File: src/hdl/sci_pkg.sv
`timescale 1ns / 1ps
`default_nettype none
package sci_pkg;

    localparam int LineLenDefault = 32;

    typedef enum logic [1:0] {
        PH_INT  = 2'd0,
        PH_FRAC = 2'd1,
        PH_DONE = 2'd2
    } phase_t;

    typedef enum logic [1:0] {
        RC_OK      = 2'd0,
        RC_UNKNOWN = 2'd1,
        RC_BADARG  = 2'd2,
        RC_NOTRUN  = 2'd3
    } reply_t;

    localparam logic       FUNC_BYTE   = 1'b0;
    localparam logic       KIND_REPLY  = 1'b0;
    localparam logic       KIND_UPDATE = 1'b1;
    localparam logic [7:0] CH_CR       = 8'h0D;
    localparam logic [7:0] CH_MINUS    = 8'h2D;
    localparam logic [7:0] CH_DOT      = 8'h2E;
    localparam logic [7:0] CH_ZERO     = 8'h30;
    localparam logic [7:0] CMD_D       = 8'h44;
    localparam logic [7:0] CMD_I       = 8'h49;
    localparam logic [7:0] CMD_L       = 8'h4C;
    localparam logic [7:0] CMD_R       = 8'h52;
    localparam logic [7:0] CMD_S       = 8'h53;
    localparam logic [7:0] CMD_T       = 8'h54;
    localparam logic [16:0] ELAPSED_MAX = 17'd131071;

    // one result beat
    typedef struct packed {
        logic       kind;
        logic [1:0] reply_code;
        logic [7:0] motor_angle;
        logic [7:0] steering_angle;
        logic       last_of_run;
    } beat_t;

    function automatic logic is_digit(input logic [7:0] c);
        return (c >= 8'h30) && (c <= 8'h39);
    endfunction

endpackage
`default_nettype wire

File: src/hdl/sci_angles.sv
`timescale 1ns / 1ps
`default_nettype none
module sci_angles
    import sci_pkg::*;
(
    input  wire logic signed [14:0] throttle,
    input  wire logic signed [14:0] steering,
    output logic [7:0]              motor_angle,
    output logic [7:0]              steering_angle
);
    // operands are never negative: throttle >= -10000, steering >= -9000
    logic [17:0] m_num;
    logic [14:0] s_num;
    logic [36:0] m_prod;
    logic [26:0] s_prod;

    always_comb
    begin
        m_num = 18'(32'sd90000 + 32'sd9 * 32'(throttle));
        s_num = 15'(32'sd9000 + 32'(steering));
        // reciprocal multiply, exact for these ranges
        m_prod = 37'(m_num) * 37'd268436;
        s_prod = 27'(s_num) * 27'd5243;
        motor_angle    = 8'(m_prod >> 28);
        steering_angle = 8'(s_prod >> 19);
    end
endmodule
`default_nettype wire

File: src/hdl/servo_command_interpreter_unit.sv
// servo command interpreter
// input channel (in_valid/in_ready): func 0 carries a received serial byte,
// func 1 a one millisecond tick. printable bytes build the command line, a
// carriage return executes it.
// output channel (out_valid/out_ready): 0 to 2 items per input item, a reply
// (kind 0) before an angle update (kind 1); last_of_run marks the final one.
// the input item updates all state in the cycle it is accepted; its results
// enter a two-entry result queue and the first one appears the next cycle.
// an item with two results holds off the next input until one has left, set
// by the single output port; items with at most one flow while out_ready.
// in_ready is low only while the queue cannot hold a further two items.
// a stalled receiver holds the queue head; the input side stops once the
// queue is too full.
// reset: no line held, timeout 1000 ms, throttle limit 5.00, not running,
// and an angle update is pending, sent after the first input item.
`timescale 1ns / 1ps
`default_nettype none
module servo_command_interpreter_unit
    import sci_pkg::*;
#(
    parameter int LINE_LEN = LineLenDefault
)
(
    input  wire logic       clk,
    input  wire logic       rst_n,
    input  wire logic       in_valid,
    output logic            in_ready,
    input  wire logic       func,
    input  wire logic [7:0] rx_byte,
    output logic            out_valid,
    input  wire logic       out_ready,
    output logic            kind,
    output logic [1:0]      reply_code,
    output logic [7:0]      motor_angle,
    output logic [7:0]      steering_angle,
    output logic            last_of_run
);
    localparam int CW = $clog2(LINE_LEN);

    logic [CW-1:0]      cnt_reg, cnt_next;
    logic [7:0]         letter_reg, letter_next;
    logic               neg_reg, neg_next, sd_reg, sd_next;
    phase_t             ph_reg, ph_next;
    logic [15:0]        ip_reg, ip_next;
    logic [6:0]         fh_reg, fh_next;
    logic [1:0]         fc_reg, fc_next;
    logic               fx_reg, fx_next;
    logic [15:0]        tmo_reg, tmo_next;
    logic [13:0]        tl_reg, tl_next;
    logic               run_reg, run_next, pend_reg, pend_next;
    logic signed [14:0] thr_reg, thr_next, str_reg, str_next;
    logic [16:0]        el_reg, el_next;

    beat_t      q_reg [2];
    beat_t      q_next [2];
    logic [1:0] qn_reg, qn_next;

    logic [7:0] m_ang, s_ang;
    sci_angles u_ang (.throttle(thr_next), .steering(str_next),
                      .motor_angle(m_ang), .steering_angle(s_ang));

    logic        acc, pop, is_cr, first, plain, upd;
    logic [20:0] ip10;
    logic [22:0] v;
    logic [6:0]  fv;
    logic [1:0]  rc;
    logic [3:0]  dig;
    beat_t       b_rep, b_upd;
    beat_t       nb [2];
    logic [1:0]  nn;

    assign in_ready  = (qn_reg == 2'd0) || (qn_reg == 2'd1 && out_ready);
    assign acc       = in_valid && in_ready;
    assign out_valid = qn_reg != 2'd0;
    assign pop       = out_valid && out_ready;
    assign kind           = q_reg[0].kind;
    assign reply_code     = q_reg[0].reply_code;
    assign motor_angle    = q_reg[0].motor_angle;
    assign steering_angle = q_reg[0].steering_angle;
    assign last_of_run    = q_reg[0].last_of_run;

    always_comb
    begin
        cnt_next = cnt_reg; letter_next = letter_reg; neg_next = neg_reg;
        sd_next = sd_reg; ph_next = ph_reg; ip_next = ip_reg; fh_next = fh_reg;
        fc_next = fc_reg; fx_next = fx_reg; tmo_next = tmo_reg; tl_next = tl_reg;
        run_next = run_reg; pend_next = pend_reg; thr_next = thr_reg;
        str_next = str_reg; el_next = el_reg;
        is_cr = 1'b0; rc = RC_OK; first = 1'b0; upd = 1'b0;
        dig = 4'(rx_byte - CH_ZERO);
        ip10 = 21'(ip_reg) * 21'd10 + 21'(dig);
        fv = (fc_reg == 2'd1) ? 7'(fh_reg * 7'd10) : fh_reg;
        v = 23'(ip_reg) * 23'd100 + 23'(fv);
        plain = sd_reg && !neg_reg;
        if (acc)
        begin
            if (func == FUNC_BYTE)
            begin
                if (rx_byte >= 8'h20 && rx_byte <= 8'h7F)
                begin
                    if (32'(cnt_reg) < LINE_LEN - 1)
                    begin
                        cnt_next = cnt_reg + 1'b1;
                        first = (cnt_reg == CW'(1)) || (cnt_reg == CW'(2) && neg_reg);
                        if (cnt_reg == '0)
                            letter_next = rx_byte;
                        else if (cnt_reg == CW'(1) && rx_byte == CH_MINUS)
                            neg_next = 1'b1;
                        else if (first && !is_digit(rx_byte))
                        begin
                            sd_next = 1'b0;
                            ph_next = PH_DONE;
                        end
                        else
                        begin
                            if (first)
                                sd_next = 1'b1;
                            case (ph_reg)
                                PH_INT:
                                    if (is_digit(rx_byte))
                                        ip_next = (ip10 > 21'd65535) ? 16'hFFFF : 16'(ip10);
                                    else if (rx_byte == CH_DOT)
                                        ph_next = PH_FRAC;
                                    else
                                        ph_next = PH_DONE;
                                PH_FRAC:
                                    if (is_digit(rx_byte))
                                    begin
                                        if (fc_reg < 2'd2)
                                        begin
                                            fh_next = 7'(fh_reg * 7'd10 + 7'(dig));
                                            fc_next = fc_reg + 2'd1;
                                        end
                                        else if (rx_byte != CH_ZERO)
                                            fx_next = 1'b1;
                                    end
                                    else
                                        ph_next = PH_DONE;
                                default: ;
                            endcase
                        end
                    end
                end
                else if (rx_byte == CH_CR)
                begin
                    is_cr = 1'b1;
                    case (letter_reg)
                        CMD_D:
                            if (!plain) rc = RC_BADARG;
                            else tmo_next = ip_reg;
                        CMD_I: rc = RC_OK;
                        CMD_L:
                            if (!plain || v > 23'd10000 || (v == 23'd10000 && fx_reg))
                                rc = RC_BADARG;
                            else tl_next = 14'(v);
                        CMD_R:
                        begin
                            run_next = 1'b1; thr_next = '0; str_next = '0;
                            pend_next = 1'b1; el_next = '0;
                        end
                        CMD_S:
                            if (!sd_reg || v > 23'd9000 || (v == 23'd9000 && fx_reg))
                                rc = RC_BADARG;
                            else if (!run_reg) rc = RC_NOTRUN;
                            else
                            begin
                                str_next = neg_reg ? -15'(v) : 15'(v);
                                pend_next = 1'b1;
                            end
                        CMD_T:
                            if (!sd_reg || v > 23'd10000 || (v == 23'd10000 && fx_reg))
                                rc = RC_BADARG;
                            else if (!run_reg) rc = RC_NOTRUN;
                            else
                            begin
                                if (v > 23'(tl_reg))
                                    thr_next = neg_reg ? -15'(tl_reg) : 15'(tl_reg);
                                else
                                    thr_next = neg_reg ? -15'(v) : 15'(v);
                                pend_next = 1'b1; el_next = '0;
                            end
                        default: rc = RC_UNKNOWN;
                    endcase
                    cnt_next = '0; letter_next = '0; neg_next = 1'b0; sd_next = 1'b0;
                    ph_next = PH_INT; ip_next = '0; fh_next = '0; fc_next = '0;
                    fx_next = 1'b0;
                end
            end
            else if (el_reg < ELAPSED_MAX)
                el_next = el_reg + 17'd1;
            if (el_next > 17'(tmo_next))
            begin
                run_next = 1'b0; thr_next = '0; pend_next = 1'b1;
            end
            // a pending update leaves with this item
            upd = pend_next;
            pend_next = 1'b0;
        end
    end

    // results of the current item and queue update
    always_comb
    begin
        b_rep = '{kind: KIND_REPLY, reply_code: rc, motor_angle: 8'd0,
                  steering_angle: 8'd0, last_of_run: !upd};
        b_upd = '{kind: KIND_UPDATE, reply_code: RC_OK, motor_angle: m_ang,
                  steering_angle: s_ang, last_of_run: 1'b1};
        nb[0] = is_cr ? b_rep : b_upd;
        nb[1] = b_upd;
        nn = (acc && is_cr ? 2'd1 : 2'd0) + (upd ? 2'd1 : 2'd0);
        q_next[0] = q_reg[0];
        q_next[1] = q_reg[1];
        qn_next = qn_reg;
        if (pop)
        begin
            q_next[0] = q_reg[1];
            qn_next = qn_reg - 2'd1;
        end
        if (nn != 2'd0)
        begin
            if (qn_next == 2'd0)
            begin
                q_next[0] = nb[0];
                q_next[1] = nb[1];
            end
            else
                q_next[1] = nb[0];
            qn_next = qn_next + nn;
        end
    end

    always_ff @(posedge clk or negedge rst_n)
    begin
        if (!rst_n)
        begin
            cnt_reg <= '0; letter_reg <= '0; neg_reg <= 1'b0; sd_reg <= 1'b0;
            ph_reg <= PH_INT; ip_reg <= '0; fh_reg <= '0; fc_reg <= '0;
            fx_reg <= 1'b0; tmo_reg <= 16'd1000; tl_reg <= 14'd500;
            run_reg <= 1'b0; pend_reg <= 1'b1; thr_reg <= '0; str_reg <= '0;
            el_reg <= '0; qn_reg <= '0;
        end
        else
        begin
            cnt_reg <= cnt_next; letter_reg <= letter_next; neg_reg <= neg_next;
            sd_reg <= sd_next; ph_reg <= ph_next; ip_reg <= ip_next;
            fh_reg <= fh_next; fc_reg <= fc_next; fx_reg <= fx_next;
            tmo_reg <= tmo_next; tl_reg <= tl_next; run_reg <= run_next;
            pend_reg <= pend_next; thr_reg <= thr_next; str_reg <= str_next;
            el_reg <= el_next; qn_reg <= qn_next;
        end
    end

    always_ff @(posedge clk)
    begin
        q_reg[0] <= q_next[0];
        q_reg[1] <= q_next[1];
    end
endmodule
`default_nettype wire

File: config.mk
export PLATFORM = sky130hd
export DESIGN_NAME = servo_command_interpreter_unit
export DESIGN_NICKNAME = d
export VERILOG_FILES = /design/src/hdl/sci_pkg.sv /design/src/hdl/sci_angles.sv /design/src/hdl/servo_command_interpreter_unit.sv
export SDC_FILE = /design/constraint.sdc
export NUM_CORES = 1
export LEC_CHECK = 0
export ABC_AREA = 1
export ABC_CLOCK_PERIOD_IN_PS = 34600
export BUFFER_PORTS_ARGS = -buffer_cell sky130_fd_sc_hd__buf_4
export CORE_UTILIZATION = 32
export CTS_CLUSTER_SIZE = 30
export DETAILED_ROUTE_END_ITERATION = 10
export GPL_TIMING_DRIVEN = 0
export PLACE_DENSITY_LB_ADDON = 0.15
export SETUP_SLACK_MARGIN = 0.15
export SLEW_MARGIN = 20
export SYNTH_ARGS = -nofsm -noshare
export SYNTH_HDL_FRONTEND = slang
export SYNTH_HIERARCHICAL = 1
export SYNTH_SLANG_ARGS = --single-unit
File: constraint.sdc
create_clock -name clk -period 34.6 [get_ports clk]
set_clock_uncertainty 0.05 [all_clocks]
set_input_delay 3.46 -clock clk [delete_from_list [all_inputs] [get_ports clk]]
set_output_delay 3.46 -clock clk [all_outputs]
set_load 0.02 [all_outputs]
# == After elaboration in Yosys (flattened, before gate mapping) ==
# Memories as Yosys holds them, arrays and structs flattened.
# Cells that the tools add are included.
# word_totals
regBits,124
mem_bits_rw,40
in_bits,13
wordCells,266
n_memories,1
# op_classes
n_addsub,14
n_mul,6
magnitude_cmp,12
n_eq_ne,35
n_mux,133
n_bitwise,3
n_reduce_logical,45
# mem_list
name,depth,word_bits,read_ports,rd_clocked_by_memory_dff,wr,line,text
q_reg,2,20,2,0,2,servo_command_interpreter_unit.sv:54,beat_t q_reg [2];
# ops
operator,n
15-bit two-way mux,16
16-bit two-way mux,15
17-bit two-way mux,7
20-bit two-way mux,4
7-bit two-way mux,10
15-bit one-hot mux with 2 select lines,2
2-bit two-way mux,28
8-bit by 7-bit == test with 1-bit output (second input constant),6
23-bit by 14-bit == test with 1-bit output (second input constant),2
23-bit by 14-bit > comparator with 1-bit output (second input constant),2
40-bit two-way mux,1
1-bit two-way mux,39
18-bit by 17-bit multiplier with 34-bit output (second input constant),1
17-bit one-hot mux with 2 select lines,1
8-bit two-way mux,4
15-bit by 13-bit multiplier with 27-bit output (second input constant),1
23-bit by 7-bit adder with 23-bit output,1
23-bit by 14-bit > comparator with 1-bit output,1
20-bit by 4-bit adder with 21-bit output,1
21-bit by 16-bit > comparator with 1-bit output (second input constant),1
16-bit by 5-bit multiplier with 21-bit output (second input constant),1
2-bit by 1-bit inequality test with 1-bit output (second input constant),10
16-bit by 3-bit multiplier with 19-bit output (second input constant),1
18-bit adder (first input constant),1
other kinds (49),92

# == Longest topological paths before layout ==
# logic_depth
word_depth,21
ltp_mapped,83

# == Cells and area by module ==
# Netlist, hierarchy kept.
# by_module_without_submodules
mod,n_inst,cells_each,area_each_um2,seq_area_each_um2
servo_command_interpreter_unit,1,2021,14226.1,4120.2
sci_angles,1,1210,9482.8,0.0

# == Worst setup path after synthesis ==
# Ideal clock, no wire load.
# synth_timing
path_type,input port to flip-flop
start,input rx_byte[0]
end,memory q_reg[0][36] (netlist bit) (data pin)
t_arrival_ns,12.572
t_required_ns,34.285
path_slack_ns,21.713
stages,60
cell_sequence,inv_1 > nor3_1 > inv_1 > nor4_1 > inv_1 > nor2_1 > inv_1 > nor2_1 > nand2_4 > buf_6 > nand3_1 > o21ai_0 > ha_1 > a21oi_1 > nor2_1 > nor2_1 > nand4_1 > nand2_1 > [24 not listed] > fa_1 > fa_1 > inv_1 > fa_1 > inv_1 > ha_1 > nand2_1 > inv_1 > nand2_1 > nand2_1 > nand2_1 > nand3_1 > a21oi_2 > nand2_2 > nand3_1 > nand2_1 > inv_1 > nor2_1
# synth_lines
element,line,text
start: declaration,servo_command_interpreter_unit.sv:29,"input wire logic [7:0] rx_byte,"
end: declaration,servo_command_interpreter_unit.sv:54,

==> impl_metrics.env <==
export IMPL_dpl_hpwl_um=54600
export IMPL_drt_pre_antenna_iters=5
export IMPL_wl_per_cell_um=15.1
export IMPL_htree_levels=4
export IMPL_die_area_sq_um=75200
export IMPL_grt_max_degree=72
export IMPL_crit_path_end_kind="flip-flop"
export IMPL_synth_cell_types=66
export IMPL_synth_xor_area_share_pct=2.98
export IMPL_drcViolationCount=0
export IMPL_ctsRootBufferMaster="clkbuf_16"
export IMPL_mostFrequentLayoutCell="nand2_1"
export IMPL_fin_crit_ns=15.45
export IMPL_hp_class="reg -> reg"
export IMPL_diodes=0
export IMPL_finalMaxSlewViolations=0
export IMPL_drive_above_1_share_pct=6.28
export IMPL_grt_pass1_wl_um=108000
export IMPL_cts_buffers=17
export IMPL_synthMuxAreaShare_pct=0.945
export IMPL_syn_nets=3793
export IMPL_clock_fmax_mhz=64.7
export IMPL_async_flop_share_pct=75.6
export IMPL_area_growth_pct=8.74
export IMPL_detail_route_iter0_violations=1122
export IMPL_synth_compound_area_share_pct=10.2
export IMPL_relSlewSlack_pct=28.9
export IMPL_postLayoutCellArea_sq_um=25800
export IMPL_wirelength_um=64400
export IMPL_path_class="in -> reg"
export IMPL_cts_setup_buffers=0
export IMPL_holdBufCountCts=0
export IMPL_core_sq_um=73100
export IMPL_synth_top_family_by_area="adder cells"
export IMPL_synth_fa_ha_area_share_pct=33.3
export IMPL_ios=35
export IMPL_start_kind="input port"
export IMPL_ys_flop_type="dfrtp_1"
export IMPL_ant_nets=0
export IMPL_gp_congestion=0.855
export IMPL_final_cell_mix="nand2_1, inv_1, ha_1"
export IMPL_grt_pass1_vias=20390
export IMPL_nets=3847
export IMPL_antenna_found_initial=0
export IMPL_rows=99
export IMPL_grt_ovfl_total=0
export IMPL_critPathMostFrequentCell="inv_1"
export IMPL_synth_edf_count=20
export IMPL_largest_register_ffs=40
export IMPL_yosys_area_share_simple_pct=23.9
export IMPL_syn_area_per_cell_sq_um=7.34
export IMPL_post_cts_resize_count=0
export IMPL_cts_tree="built"
export IMPL_cts_num_sinks=164
export IMPL_vias_per_cell=4.71
export IMPL_crit_slowest_cell="o21ai_1"
export IMPL_setup_viol=0
export IMPL_setup_tns_ns=0
export IMPL_crit_required_ns=34.77
export IMPL_place_area_sq_um=25200
export IMPL_yosysWarningCount=6
export IMPL_ys_seq_area_share_pct=17.4
export IMPL_die_y_um=274
export IMPL_numPortBuffers=34
export IMPL_vias=20059
export IMPL_crit_arrival_ns=15.62
export IMPL_start_util_pct=32.4
export IMPL_clk_pin_slew_ns=0.07
export IMPL_cap_violations=0
export IMPL_grtUsageTotal_pct=18.1
export IMPL_insertion_delay_ns=0.48
export IMPL_worst_pin_slew_ns=1.06
export IMPL_cp_max_fo=10
export IMPL_fin_crit_sh_pct=44.7
export IMPL_max_stage_delay_ns=0.84
export IMPL_hold_ws_ns=0.437
export IMPL_dieWidth_um=274
export IMPL_synth_seq_cells=164
export IMPL_clock_path_buffers=2
export IMPL_rsz0062_at_grt="false"
export IMPL_synthCells=3231
export IMPL_netlist_area_sq_um=23700
export IMPL_finalHoldViolCount=0
export IMPL_status="finished clean"
metal layers:
metal,track usage (%),share of wire [%],vias to the layer above
li1,-,-,10507
met1,24.9,50,9300
met2,30.0,46,220
met3,2.64,2.9,32
met4,3.38,1.2,0
met5,0,0,-
critical path, delay by kind of cell:
kind,cells,cell delay (ns)
adders and majority gates,11,4.30
buffers and inverters,14,1.65
and+or+nand+nor,20,3.07
xor gates and xnor gates,1,0.74
AOI/OAI and AO/OA,9,2.35
metrics by stage:
| step | setup slack, ns | instances | utilization [%] |
|---|---|---|---|
| finish | 19.15 | 4257 | 35.3 |
| global route | 18.41 | 4257 | 35.3 |
| CTS | 19.10 | 4257 | 35.3 |
| detailed placement | 18.63 | 4225 | 34.5 |
| global placement | 18.57 | 4224 | 34.4 |
| floorplan | 21.71 | 3231 | - |
cell usage after synthesis (4+ instances only):
| cell type | instances | area, sq um |
|---|---|---|
| nor4_1 | 12 | 75.1 |
| nand3b_1 | 4 | 30.0 |
| nand3_1 | 183 | 916 |
| or2_2 | 7 | 43.8 |
| a21boi_0 | 4 | 30.0 |
| buf_4 | 21 | 158 |
| dfstp_2 | 13 | 342 |
| a21o_1 | 11 | 82.6 |
| a211oi_1 | 5 | 37.5 |
| inv_2 | 19 | 71.3 |
| a31oi_1 | 6 | 37.5 |
| xor2_1 | 53 | 464 |
| nor2_1 | 241 | 905 |
| xnor2_1 | 22 | 193 |
| o21ai_0 | 149 | 746 |
| clkbuf_1 | 28 | 105 |
| edfxtp_1 | 20 | 601 |
| buf_2 | 4 | 20.0 |
| a21oi_1 | 149 | 746 |
| o21ai_1 | 26 | 130 |
| and2_1 | 7 | 43.8 |
| nor2_2 | 14 | 87.6 |
| nor2_4 | 4 | 45.0 |
| nand2_1 | 705 | 2650 |
| nand3_2 | 7 | 70.1 |
| mux2i_1 | 19 | 190 |
| nand2_2 | 23 | 144 |
| nand4_1 | 47 | 294 |
| ha_1 | 412 | 5150 |
| inv_1 | 602 | 2260 |
| nor3_1 | 36 | 180 |
| o22ai_1 | 6 | 37.5 |
| o21a_1 | 6 | 45.0 |
| a21oi_2 | 4 | 35.0 |
| o211ai_1 | 23 | 173 |
| o21bai_1 | 15 | 113 |
| dfxtp_1 | 20 | 400 |
| nand2_4 | 5 | 56.3 |
| dfrtp_1 | 111 | 2780 |
| o31ai_1 | 9 | 67.6 |
| fa_1 | 137 | 2740 |
path summary, 6_finish.rpt:
path	startpoint	end	slack (ns)	depth (start not counted)
max	rx_byte[0]	q_reg[0][35]$_DFFE_PN_	19.15	55
min	tl_reg[8]$_DFFE_PN1P_	tl_reg[8]$_DFFE_PN1P_	0.44	2
max reg2reg	ip_reg[3]$_DFFE_PN0P_	q_reg[0][35]$_DFFE_PN_	20.32	72
min reg2reg	tl_reg[8]$_DFFE_PN1P_	tl_reg[8]$_DFFE_PN1P_	0.44	2
max in group asynchronous	rst_n	tl_reg[4]$_DFFE_PN1P_	30.85	2
min in group asynchronous	rst_n	el_reg[12]$_DFFE_PN0P_	2.84	1
logic make-up (layout without fill, tap and decap cells):
| group | Yosys count | in the layout |
|---|---|---|
| adder cells (fa/ha/maj) | 549 | 549 |
| multiplexers | 22 | 22 |
| AO/OA/AOI/OAI | 428 | 428 |
| XOR/XNOR | 78 | 78 |
| flip-flops | 164 | 164 |
| buffers and inverters | 683 | 750 |
| AND/OR/NAND/NOR | 1307 | 1307 |
layout make-up:
type	instances	area, sq um
Clock inverter	13	149
Buffer	59	328
Clock buffer	19	433
Inverter	624	2340
Multi-Input combinational cell	2384	16900
Timing Repair Buffer	35	290
Sequential cell	164	4120
Tap cell	959	1200
Fill cell	7983	47300
Power is left out: the tool's default activity adds up to more than one toggle a clock period on the data nets, which glitch-free logic cannot reach.
